## config.mk

```make
export PLATFORM = sky130hd
export DESIGN_NAME = disparity_to_depth_gate_top
export DESIGN_NICKNAME = d
export VERILOG_FILES = /design/src/hw/rtl/d2dg_pkg.sv /design/src/hw/rtl/d2dg_bounds.sv /design/src/hw/rtl/d2dg_cell.sv /design/src/hw/rtl/disparity_to_depth_gate_top.sv
export SDC_FILE = /design/constraint.sdc
export NUM_CORES = 2
export LEC_CHECK = 0
export BUFFER_PORTS_ARGS = -buffer_cell sky130_fd_sc_hd__buf_2
export CORE_MARGIN = 2
export CORE_UTILIZATION = 24
export CTS_CLUSTER_DIAMETER = 60
export DETAILED_ROUTE_END_ITERATION = 10
export MAX_ROUTING_LAYER = met4
export PLACE_DENSITY_LB_ADDON = 0.08
export SLEW_MARGIN = 15
export SYNTH_ARGS = -nofsm -noshare
export SYNTH_HDL_FRONTEND = slang
export SYNTH_SLANG_ARGS = --single-unit
```

## constraint.sdc

```tcl
create_clock -name clk -period 6.6 [get_ports clk]
set_input_delay 0.33 -clock clk [delete_from_list [all_inputs] [get_ports clk]]
set_output_delay 0.33 -clock clk [all_outputs]
set_load 0.01 [all_outputs]
```

## src/hw/rtl/d2dg_pkg.sv

```systemverilog
// shared types and constants for the disparity to depth gate
// no dependencies; imported by every module of the block
`default_nettype none

package d2dg_pkg;

	localparam int FX_W       = 32;
	localparam int DIST_W     = 20;
	localparam int DIV_W      = DIST_W + 1;
	localparam int DEPTH_W    = 16;
	localparam int GRAY_W     = 8;
	localparam int IDX_W      = 2;

	localparam logic [DIST_W-1:0]  DIST_OFFSET = DIST_W'(1500);
	localparam logic [GRAY_W-1:0]  GRAY_MAX    = GRAY_W'(255);
	localparam logic [DEPTH_W-1:0] DEPTH_MAX   = DEPTH_W'(65535);

	// configuration register indexes
	localparam logic [IDX_W-1:0] REG_FX_BASELINE   = IDX_W'(0);
	localparam logic [IDX_W-1:0] REG_NEAR_DISTANCE = IDX_W'(1);
	localparam logic [IDX_W-1:0] REG_FAR_DISTANCE  = IDX_W'(2);

	typedef struct packed {
		logic [FX_W-1:0] upper;
		logic [FX_W-1:0] lower;
	} d2dg_bounds_t;

	// per-pixel flags carried down the cell row
	typedef struct packed {
		logic vld;
		logic in_range;
		logic zero_span;
		logic sat;
	} d2dg_ctl_t;

endpackage

`default_nettype wire

```

## src/hw/rtl/d2dg_bounds.sv

```systemverilog
// configuration registers and the sequential divider deriving the disparity bounds
// depends on d2dg_pkg
`default_nettype none

module d2dg_bounds (
	input  wire logic                          clk,
	input  wire logic                          arst_n,
	input  wire logic                          wr_en,
	input  wire logic [d2dg_pkg::IDX_W-1:0]    wr_index,
	input  wire logic [d2dg_pkg::FX_W-1:0]     wr_data,
	output logic      [d2dg_pkg::FX_W-1:0]     fx_baseline,
	output d2dg_pkg::d2dg_bounds_t             bounds,
	output logic                               busy
);
	import d2dg_pkg::*;

	localparam int CNT_W = $clog2(FX_W + 1);

	logic [FX_W-1:0]   fx_q;
	logic [DIST_W-1:0] near_q;
	logic [DIST_W-1:0] far_q;
	logic              restart_q;
	logic [CNT_W-1:0]  cnt_q;
	logic [DIV_W-1:0]  rn_q;
	logic [DIV_W-1:0]  rf_q;
	logic [FX_W-1:0]   wn_q;
	logic [FX_W-1:0]   wf_q;
	d2dg_bounds_t      bounds_q;

	logic [DIV_W-1:0]  vn;
	logic [DIV_W-1:0]  vf;
	logic [DIV_W:0]    tn;
	logic [DIV_W:0]    tf;
	logic              gen;
	logic              gef;
	logic [DIV_W:0]    rn_nx;
	logic [DIV_W:0]    rf_nx;
	logic              cfg_wr;

	assign vn = DIV_W'(near_q) + DIV_W'(DIST_OFFSET);
	assign vf = DIV_W'(far_q) + DIV_W'(DIST_OFFSET);

	// a write to a spare index leaves a running division alone
	assign cfg_wr = wr_en &&
	                (wr_index inside {REG_FX_BASELINE, REG_NEAR_DISTANCE, REG_FAR_DISTANCE});

	// one quotient bit per cycle for both bounds
	assign tn    = {rn_q, wn_q[FX_W-1]};
	assign tf    = {rf_q, wf_q[FX_W-1]};
	assign gen   = tn >= {1'b0, vn};
	assign gef   = tf >= {1'b0, vf};
	assign rn_nx = gen ? tn - {1'b0, vn} : tn;
	assign rf_nx = gef ? tf - {1'b0, vf} : tf;

	always_ff @(posedge clk or negedge arst_n) begin
		if (!arst_n) begin
			fx_q      <= '0;
			near_q    <= '0;
			far_q     <= '0;
			restart_q <= 1'b0;
			cnt_q     <= '0;
			bounds_q  <= '0;
		end else begin
			if (cfg_wr) begin
				case (wr_index)
					REG_FX_BASELINE: begin
						fx_q      <= wr_data;
						restart_q <= 1'b1;
					end
					REG_NEAR_DISTANCE: begin
						near_q    <= wr_data[DIST_W-1:0];
						restart_q <= 1'b1;
					end
					REG_FAR_DISTANCE: begin
						far_q     <= wr_data[DIST_W-1:0];
						restart_q <= 1'b1;
					end
					default: ;
				endcase
			end else if (restart_q) begin
				restart_q <= 1'b0;
				cnt_q     <= CNT_W'(FX_W);
			end else if (cnt_q != '0) begin
				cnt_q <= cnt_q - CNT_W'(1);
				if (cnt_q == CNT_W'(1)) begin
					bounds_q.upper <= {wn_q[FX_W-2:0], gen};
					bounds_q.lower <= {wf_q[FX_W-2:0], gef};
				end
			end
		end
	end

	always_ff @(posedge clk) begin
		if (restart_q) begin
			rn_q <= '0;
			rf_q <= '0;
			wn_q <= fx_q;
			wf_q <= fx_q;
		end else begin
			rn_q <= rn_nx[DIV_W-1:0];
			rf_q <= rf_nx[DIV_W-1:0];
			wn_q <= {wn_q[FX_W-2:0], gen};
			wf_q <= {wf_q[FX_W-2:0], gef};
		end
	end

	assign fx_baseline = fx_q;
	assign bounds      = bounds_q;
	assign busy        = restart_q | (cnt_q != '0);

endmodule

`default_nettype wire

```

## src/hw/rtl/d2dg_cell.sv

```systemverilog
// one cell of the division row: a depth quotient bit and a gray quotient bit per cycle
// depends on d2dg_pkg
`default_nettype none

module d2dg_cell #(
	parameter int DISPARITY_BITS = 16
) (
	input  wire logic                          clk,
	input  wire logic                          arst_n,
	input  d2dg_pkg::d2dg_ctl_t                up_ctl,
	input  wire logic [DISPARITY_BITS-1:0]     up_d,
	input  wire logic [DISPARITY_BITS-1:0]     up_dr,
	input  wire logic [d2dg_pkg::DEPTH_W-1:0]  up_dw,
	input  wire logic [d2dg_pkg::FX_W-1:0]     up_span,
	input  wire logic [d2dg_pkg::FX_W-1:0]     up_gr,
	input  wire logic [d2dg_pkg::DEPTH_W-1:0]  up_gw,
	output d2dg_pkg::d2dg_ctl_t                dn_ctl,
	output logic      [DISPARITY_BITS-1:0]     dn_d,
	output logic      [DISPARITY_BITS-1:0]     dn_dr,
	output logic      [d2dg_pkg::DEPTH_W-1:0]  dn_dw,
	output logic      [d2dg_pkg::FX_W-1:0]     dn_span,
	output logic      [d2dg_pkg::FX_W-1:0]     dn_gr,
	output logic      [d2dg_pkg::DEPTH_W-1:0]  dn_gw
);
	import d2dg_pkg::*;

	d2dg_ctl_t                 ctl_q;
	logic [DISPARITY_BITS-1:0] d_q;
	logic [DISPARITY_BITS-1:0] dr_q;
	logic [DEPTH_W-1:0]        dw_q;
	logic [FX_W-1:0]           span_q;
	logic [FX_W-1:0]           gr_q;
	logic [DEPTH_W-1:0]        gw_q;

	logic [DISPARITY_BITS:0]   dt;
	logic [DISPARITY_BITS:0]   dr_nx;
	logic                      dge;
	logic [FX_W:0]             gt;
	logic [FX_W:0]             gr_nx;
	logic                      gge;

	// restoring step; the partial remainder stays below the divisor
	assign dt    = {up_dr, up_dw[DEPTH_W-1]};
	assign dge   = dt >= {1'b0, up_d};
	assign dr_nx = dge ? dt - {1'b0, up_d} : dt;

	assign gt    = {up_gr, up_gw[DEPTH_W-1]};
	assign gge   = gt >= {1'b0, up_span};
	assign gr_nx = gge ? gt - {1'b0, up_span} : gt;

	always_ff @(posedge clk or negedge arst_n) begin
		if (!arst_n) begin
			ctl_q <= '0;
		end else begin
			ctl_q <= up_ctl;
		end
	end

	always_ff @(posedge clk) begin
		d_q    <= up_d;
		dr_q   <= dr_nx[DISPARITY_BITS-1:0];
		dw_q   <= {up_dw[DEPTH_W-2:0], dge};
		span_q <= up_span;
		gr_q   <= gr_nx[FX_W-1:0];
		gw_q   <= {up_gw[DEPTH_W-2:0], gge};
	end

	assign dn_ctl  = ctl_q;
	assign dn_d    = d_q;
	assign dn_dr   = dr_q;
	assign dn_dw   = dw_q;
	assign dn_span = span_q;
	assign dn_gr   = gr_q;
	assign dn_gw   = gw_q;

endmodule

`default_nettype wire

```

## src/hw/rtl/disparity_to_depth_gate_top.sv

```systemverilog
// disparity to depth gate: range check, depth division and gray shade per pixel
// depends on d2dg_pkg, d2dg_bounds, d2dg_cell
//
// usage:
//   pixels enter on start/disparity; a transaction is taken at an edge where start is
//   high and busy is low. one pixel can be taken every cycle while busy is low.
//   each result appears on gray_shade, depth_value and in_range for one cycle with done
//   high. results leave in pixel order, one per cycle.
//   the receiver cannot stall; done is never held off.
//   latency is set by the row of 16 division cells, one quotient bit per cell for both
//   fx_baseline / disparity and the gray scaling, plus an input and an output register.
//   configuration writes on wr_en/wr_index/wr_data take effect at once; the disparity
//   bounds are then derived by two radix-2 dividers that share one counter, after the
//   last write; busy stays high until they finish (and during a write cycle itself).
//   write only while no pixel is in flight.
//   after reset all registers and both bounds are zero and busy is low; no clearing pass.
`default_nettype none

module disparity_to_depth_gate_top #(
	parameter int DISPARITY_BITS = 16
) (
	input  wire logic                          clk,
	input  wire logic                          arst_n,
	input  wire logic                          start,
	output logic                               busy,
	input  wire logic [DISPARITY_BITS-1:0]     disparity,
	output logic                               done,
	output logic      [d2dg_pkg::GRAY_W-1:0]   gray_shade,
	output logic      [d2dg_pkg::DEPTH_W-1:0]  depth_value,
	output logic                               in_range,
	input  wire logic                          wr_en,
	input  wire logic [d2dg_pkg::IDX_W-1:0]    wr_index,
	input  wire logic [d2dg_pkg::FX_W-1:0]     wr_data
);
	import d2dg_pkg::*;

	localparam int N_CELLS = DEPTH_W;
	localparam int CMP_W   = (DISPARITY_BITS > DEPTH_W) ? DISPARITY_BITS : DEPTH_W;

	logic [FX_W-1:0]           fx_baseline;
	d2dg_bounds_t              bounds;
	logic                      bnd_busy;

	logic                      vld_s1;
	logic [DISPARITY_BITS-1:0] d_s1;

	logic [FX_W-1:0]           d32;
	logic [FX_W-1:0]           span;
	logic [FX_W-1:0]           diff;
	logic [FX_W-1:0]           num;
	logic [DEPTH_W-1:0]        fx_hi;
	logic                      sat;

	d2dg_ctl_t                 ctl_c  [0:N_CELLS];
	logic [DISPARITY_BITS-1:0] d_c    [0:N_CELLS];
	logic [DISPARITY_BITS-1:0] dr_c   [0:N_CELLS];
	logic [DEPTH_W-1:0]        dw_c   [0:N_CELLS];
	logic [FX_W-1:0]           span_c [0:N_CELLS];
	logic [FX_W-1:0]           gr_c   [0:N_CELLS];
	logic [DEPTH_W-1:0]        gw_c   [0:N_CELLS];

	logic                      done_q;
	logic [GRAY_W-1:0]         gray_q;
	logic [DEPTH_W-1:0]        depth_q;
	logic                      in_range_q;
	d2dg_ctl_t                 last_ctl;
	logic                      accept;

	d2dg_bounds u_bounds (
		.clk         (clk),
		.arst_n      (arst_n),
		.wr_en       (wr_en),
		.wr_index    (wr_index),
		.wr_data     (wr_data),
		.fx_baseline (fx_baseline),
		.bounds      (bounds),
		.busy        (bnd_busy)
	);

	assign busy   = wr_en | bnd_busy;
	assign accept = start & ~busy;

	always_ff @(posedge clk or negedge arst_n) begin
		if (!arst_n) begin
			vld_s1 <= 1'b0;
		end else begin
			vld_s1 <= accept;
		end
	end

	always_ff @(posedge clk) begin
		d_s1 <= disparity;
	end

	// range check and division setup
	assign d32   = FX_W'(d_s1);
	assign span  = bounds.upper - bounds.lower;
	assign diff  = d32 - bounds.lower;
	assign num   = (diff << GRAY_W) - diff;
	assign fx_hi = fx_baseline[FX_W-1:DEPTH_W];
	// quotient would not fit in 16 bits, zero disparity included
	assign sat   = CMP_W'(fx_hi) >= CMP_W'(d_s1);

	assign ctl_c[0].vld       = vld_s1;
	assign ctl_c[0].in_range  = (d32 >= bounds.lower) && (d32 <= bounds.upper);
	assign ctl_c[0].zero_span = (span == '0);
	assign ctl_c[0].sat       = sat;
	assign d_c[0]    = d_s1;
	assign dr_c[0]   = sat ? '0 : DISPARITY_BITS'(fx_hi);
	assign dw_c[0]   = fx_baseline[DEPTH_W-1:0];
	assign span_c[0] = span;
	assign gr_c[0]   = FX_W'(num[FX_W-1:DEPTH_W]);
	assign gw_c[0]   = num[DEPTH_W-1:0];

	for (genvar i = 0; i < N_CELLS; i++) begin : g_cell
		d2dg_cell #(
			.DISPARITY_BITS (DISPARITY_BITS)
		) u_cell (
			.clk     (clk),
			.arst_n  (arst_n),
			.up_ctl  (ctl_c[i]),
			.up_d    (d_c[i]),
			.up_dr   (dr_c[i]),
			.up_dw   (dw_c[i]),
			.up_span (span_c[i]),
			.up_gr   (gr_c[i]),
			.up_gw   (gw_c[i]),
			.dn_ctl  (ctl_c[i+1]),
			.dn_d    (d_c[i+1]),
			.dn_dr   (dr_c[i+1]),
			.dn_dw   (dw_c[i+1]),
			.dn_span (span_c[i+1]),
			.dn_gr   (gr_c[i+1]),
			.dn_gw   (gw_c[i+1])
		);
	end

	assign last_ctl = ctl_c[N_CELLS];

	always_ff @(posedge clk or negedge arst_n) begin
		if (!arst_n) begin
			done_q <= 1'b0;
		end else begin
			done_q <= last_ctl.vld;
		end
	end

	always_ff @(posedge clk) begin
		in_range_q <= last_ctl.in_range;
		if (!last_ctl.in_range) begin
			gray_q  <= '0;
			depth_q <= '0;
		end else begin
			depth_q <= last_ctl.sat ? DEPTH_MAX : dw_c[N_CELLS];
			gray_q  <= last_ctl.zero_span ? GRAY_MAX :
			           GRAY_MAX - gw_c[N_CELLS][GRAY_W-1:0];
		end
	end

	assign done        = done_q;
	assign gray_shade  = gray_q;
	assign depth_value = depth_q;
	assign in_range    = in_range_q;

endmodule

`default_nettype wire

```

==> flow_summary.json <==
{
  "outcome": "complete, but fails checks",
  "violations": "setup timing",
  "cts_buffer_depth": 4,
  "wl_met1_microns": 126000,
  "synth_top_area_cell": "dfxtp_1",
  "cts_buffers": 304,
  "cp.arrival_ns": 7.49,
  "required_ns": 7.39,
  "slew_headroom_pct": 27.7,
  "min_period_ns": 6.70,
  "die_x_microns": 650,
  "cp_max_fo": 6,
  "wl_met3_microns": 7340,
  "placed_area_sq_mm": 0.109,
  "drtPass1Iterations": 6,
  "dieArea_sq_mm": 0.423,
  "fill_cells": 43200,
  "grtUsageTotal_pct": 13.3,
  "finalCritPeriodShare_pct": 102,
  "numPortBuffers": 80,
  "antenna_found_initial": 12,
  "h-tree-depth": 5,
  "dieHeight_microns": 650,
  "dr.max_layer_used": "met4",
  "worst_slew_pin_slew_ns": 1.08,
  "setup.worst_path.end_class": "register",
  "nets": 12200,
  "path_clk_slew_ns": 0.06,
  "dp_hpwl_microns": 224000,
  "synthTopCellsByArea": "dfxtp_1 40%, ha_1 11%, dfrtp_1 5.2%",
  "rsz0062_at_grt": "true",
  "grt_pass1_vias": 76200,
  "wirelength_microns": 282000,
  "drive_gt1_share_pct": 11.8,
  "synthToLayoutAreaGrowth_pct": 20.5,
  "maxCapViolations": 0,
  "drtIter0Drc": 2853,
  "start_kind": "register",
  "wl_met2_microns": 136000,
  "synth_area_sq_mm": 0.100,
  "core-area_sq_mm": 0.416,
  "syn_nets": 11700,
  "synth-edff-count": 0,
  "syn_inst": 10700,
  "grt_max_degree": 98,
  "max_freq_mhz": 149,
  "grt_pass1_wl_microns": 435000,
  "cpPeakStageDelay_ns": 0.41,
  "synth_top_area_share_pct": 39.9,
  "yosysSeqAreaShare_pct": 45.2,
  "crit_top_cell": "buf_4",
  "routed_via_density": 4.35,
  "drc": 0,
  "crit_type": "reg2reg",
  "yosysWarnings": 0,
  "ys_types": 90,
  "ant_nets": 0,
  "io_pins": 81,
  "cts-root-buf": "clkbuf_16",
  "grt-ovfl-total": 0,
  "finalHoldViolCount": 0,
  "placementRows": 237,
  "numClockSinks": 2208,
  "synth-seq-cells": 2208,
  "cts_tree": "yes",
  "ys.flop_type": "dfxtp_1",
  "async_reset_ff_share_pct": 9.47,
  "worstSkewPairLatency_ns": 0.90,
  "min_path_type": "in2reg",
  "worst_slack_ns": -0.102,
  "final_max_slew_viol_count": 0,
  "initial_utilization_pct": 24.1,
  "setup_viol": 20,
  "avgSynthCellArea_sq_um": 9.38,
  "vias": 73900,
  "timing.critical_path.slowest_stage_cell": "dfrtp_1",
  "skew_ns": 0.0478,
  "design_area_sq_mm": 0.121,
  "wl_per_cell_microns": 16.6,
  "gp_congestion": 0.852
}
[flip-flops by register name, indices dropped and copies added (netlist names), 6 cells and up]
name	flops
u_bounds.far_q	20
u_bounds.cnt_q	6
g_cell.u_cell.dn_dw	256
u_bounds.wn_q	32
u_bounds.bounds	64
u_bounds.near_q	20
g_cell.u_cell.dn_ctl	64
u_bounds.wf_q	32
u_bounds.rf_q	21
d_s1	16
g_cell.u_cell.dn_gw	156
u_bounds.rn_q	21
u_bounds.fx_baseline	32
depth_value	16
gray_shade	8
g_cell.u_cell.dn_span	480
g_cell.u_cell.dn_gr	480
g_cell.u_cell.dn_dr	240
g_cell.u_cell.dn_d	240
[metal layers]
metal	vias up	GRT usage (%)
li1	38000	-
met1	34500	15.7
met2	872	23.1
met3	542	1.53
met4	0	5.16
met5	-	-
[synth_stat cells (all sizes together), types with 19 or more instances]
library cell     n
mux2           273
o21ai          818
ha             900
o21bai          62
xor2           250
dfrtp          209
or3             46
a2111oi         23
a21o           295
nor3b           19
nor4            62
o31ai           75
nor3           176
nand3          156
or2             44
a31o            22
and4            24
o211ai          28
inv           1212
o41ai           26
and3            86
mux2i           67
nand4          161
xnor2          405
a41oi           22
nor2b          152
a211o           28
nand2          888
fa              34
a21oi          678
a211oi          61
o2111ai         25
a21boi          86
o21a           103
o31a            23
nand2b         125
dfxtp         1999
clkbuf         176
and2            47
nor2           561
a31oi           72
[critical path, delay by kind of cell, from the launching register on]
family,cells,cell delay (ns)
XOR/XNOR,2,0.35
flip-flops,1,0.41
AO/OA/AOI/OAI,14,2.21
buffers and inverters,10,1.26
AND/OR/NAND/NOR,11,1.41
adder cells (fa/ha/maj),4,0.96
[cell usage in the layout, fill, tap and decap left out, types with 55 or more instances in the layout]
cell type | synthesis | layout
mux2_2 | 266 | 266
and3_1 | 86 | 85
dfrtp_1 | 209 | 208
buf_4 | 0 | 286
nand2_1 | 888 | 881
dfxtp_1 | 1999 | 1998
a211oi_1 | 58 | 56
a31oi_1 | 72 | 67
nor2b_1 | 152 | 152
o21ai_0 | 813 | 794
nor2_1 | 561 | 553
nor4_1 | 61 | 59
buf_2 | 8 | 79
o31ai_1 | 74 | 70
o21a_1 | 103 | 103
ha_1 | 900 | 895
clkbuf_16 | 0 | 310
nand3_1 | 156 | 154
nand2b_1 | 125 | 125
nor3_1 | 176 | 171
mux2i_1 | 67 | 67
dlygate4sd3_1 | 0 | 55
a21oi_1 | 677 | 658
o21bai_1 | 62 | 62
inv_1 | 1212 | 1207
xnor2_1 | 405 | 398
xor2_1 | 250 | 248
a21o_1 | 295 | 295
nand4_1 | 160 | 160
a21boi_0 | 83 | 83
[per-stage QoR]
step	setup WS, ns	hold WS, ns	std cells	utilization [%]	setup TNS (ns)
2_1_floorplan	0.0217	0.0344	10700	-	0
3_3_place_gp	-0.908	0.310	16300	26.2	-24.40
3_5_place_dp	-0.756	0.312	16300	26.2	-18.88
4_1_cts	-0.169	0.108	17000	29.0	-2.89
5_1_grt	-0.655	0.113	17000	29.0	-17.13
6_report	-0.102	0.182	17000	29.0	-0.772
[cell families (layout without fill, tap and decap cells)]
group                      count (synthesis)  in the layout  share of synthesized area [%]
and+or+nand+nor                         2581           2581                           12.3
muxes                                    340            340                           3.76
adders and majority gates                935            935                           11.9
other                                      0              9                              0
buffers and inverters                   1401           2202                           5.27
xor gates and xnor gates                 656            656                           5.75
DFF                                     2208           2208                           45.2
AOI/OAI and AO/OA                       2562           2562                           15.9
[cell type report]
class                           instances  area, sq um  share of cell area [%]
Antenna cell                            9         22.5                  0.0186
Clock buffer                          400         8520                    7.06
Clock inverter                        155         1810                    1.50
Inverter                             1212         4550                    3.77
Multi-Input combinational cell       7074        50400                    41.7
Sequential cell                      2208        45300                    37.5
Tap cell                             5497         6880                    5.70
Timing Repair Buffer                  435         3340                    2.76
[final timing paths]
check / startpoint / end / slack (ns) / cells after the start
max in group asynchronous: arst_n / u_bounds.restart_q$_DFFE_PN0P_ / 4.93 / 4
worst max-delay path: u_bounds.bounds[0]$_DFFE_PN0P_ / g_cell[0].u_cell.dn_gr[3]$_DFF_P_ / -0.10 / 41
worst min register to register: g_cell[4].u_cell.dn_gw[12]$_DFF_P_ / g_cell[5].u_cell.dn_gw[13]$_DFF_P_ / 0.29 / 0
min in group asynchronous: arst_n / u_bounds.bounds[37]$_DFFE_PN0P_ / 0.43 / 3
worst min-delay path: disparity[11] / d_s1[11]$_DFF_P_ / 0.18 / 2
worst max register to register: u_bounds.bounds[0]$_DFFE_PN0P_ / g_cell[0].u_cell.dn_gr[3]$_DFF_P_ / -0.10 / 41
[timing repair]
item,in CTS,in global routing
buffers inserted,20,5
setup endpoints to repair,32,32
cloned,3,0
pin swaps,52,40
hold buffers,56,0
resized for setup,82,50
endpoints found under the hold margin,159,0
Power is left out: the tool's default activity adds up to more than one toggle a clock period on the data nets, which glitch-free logic cannot reach.
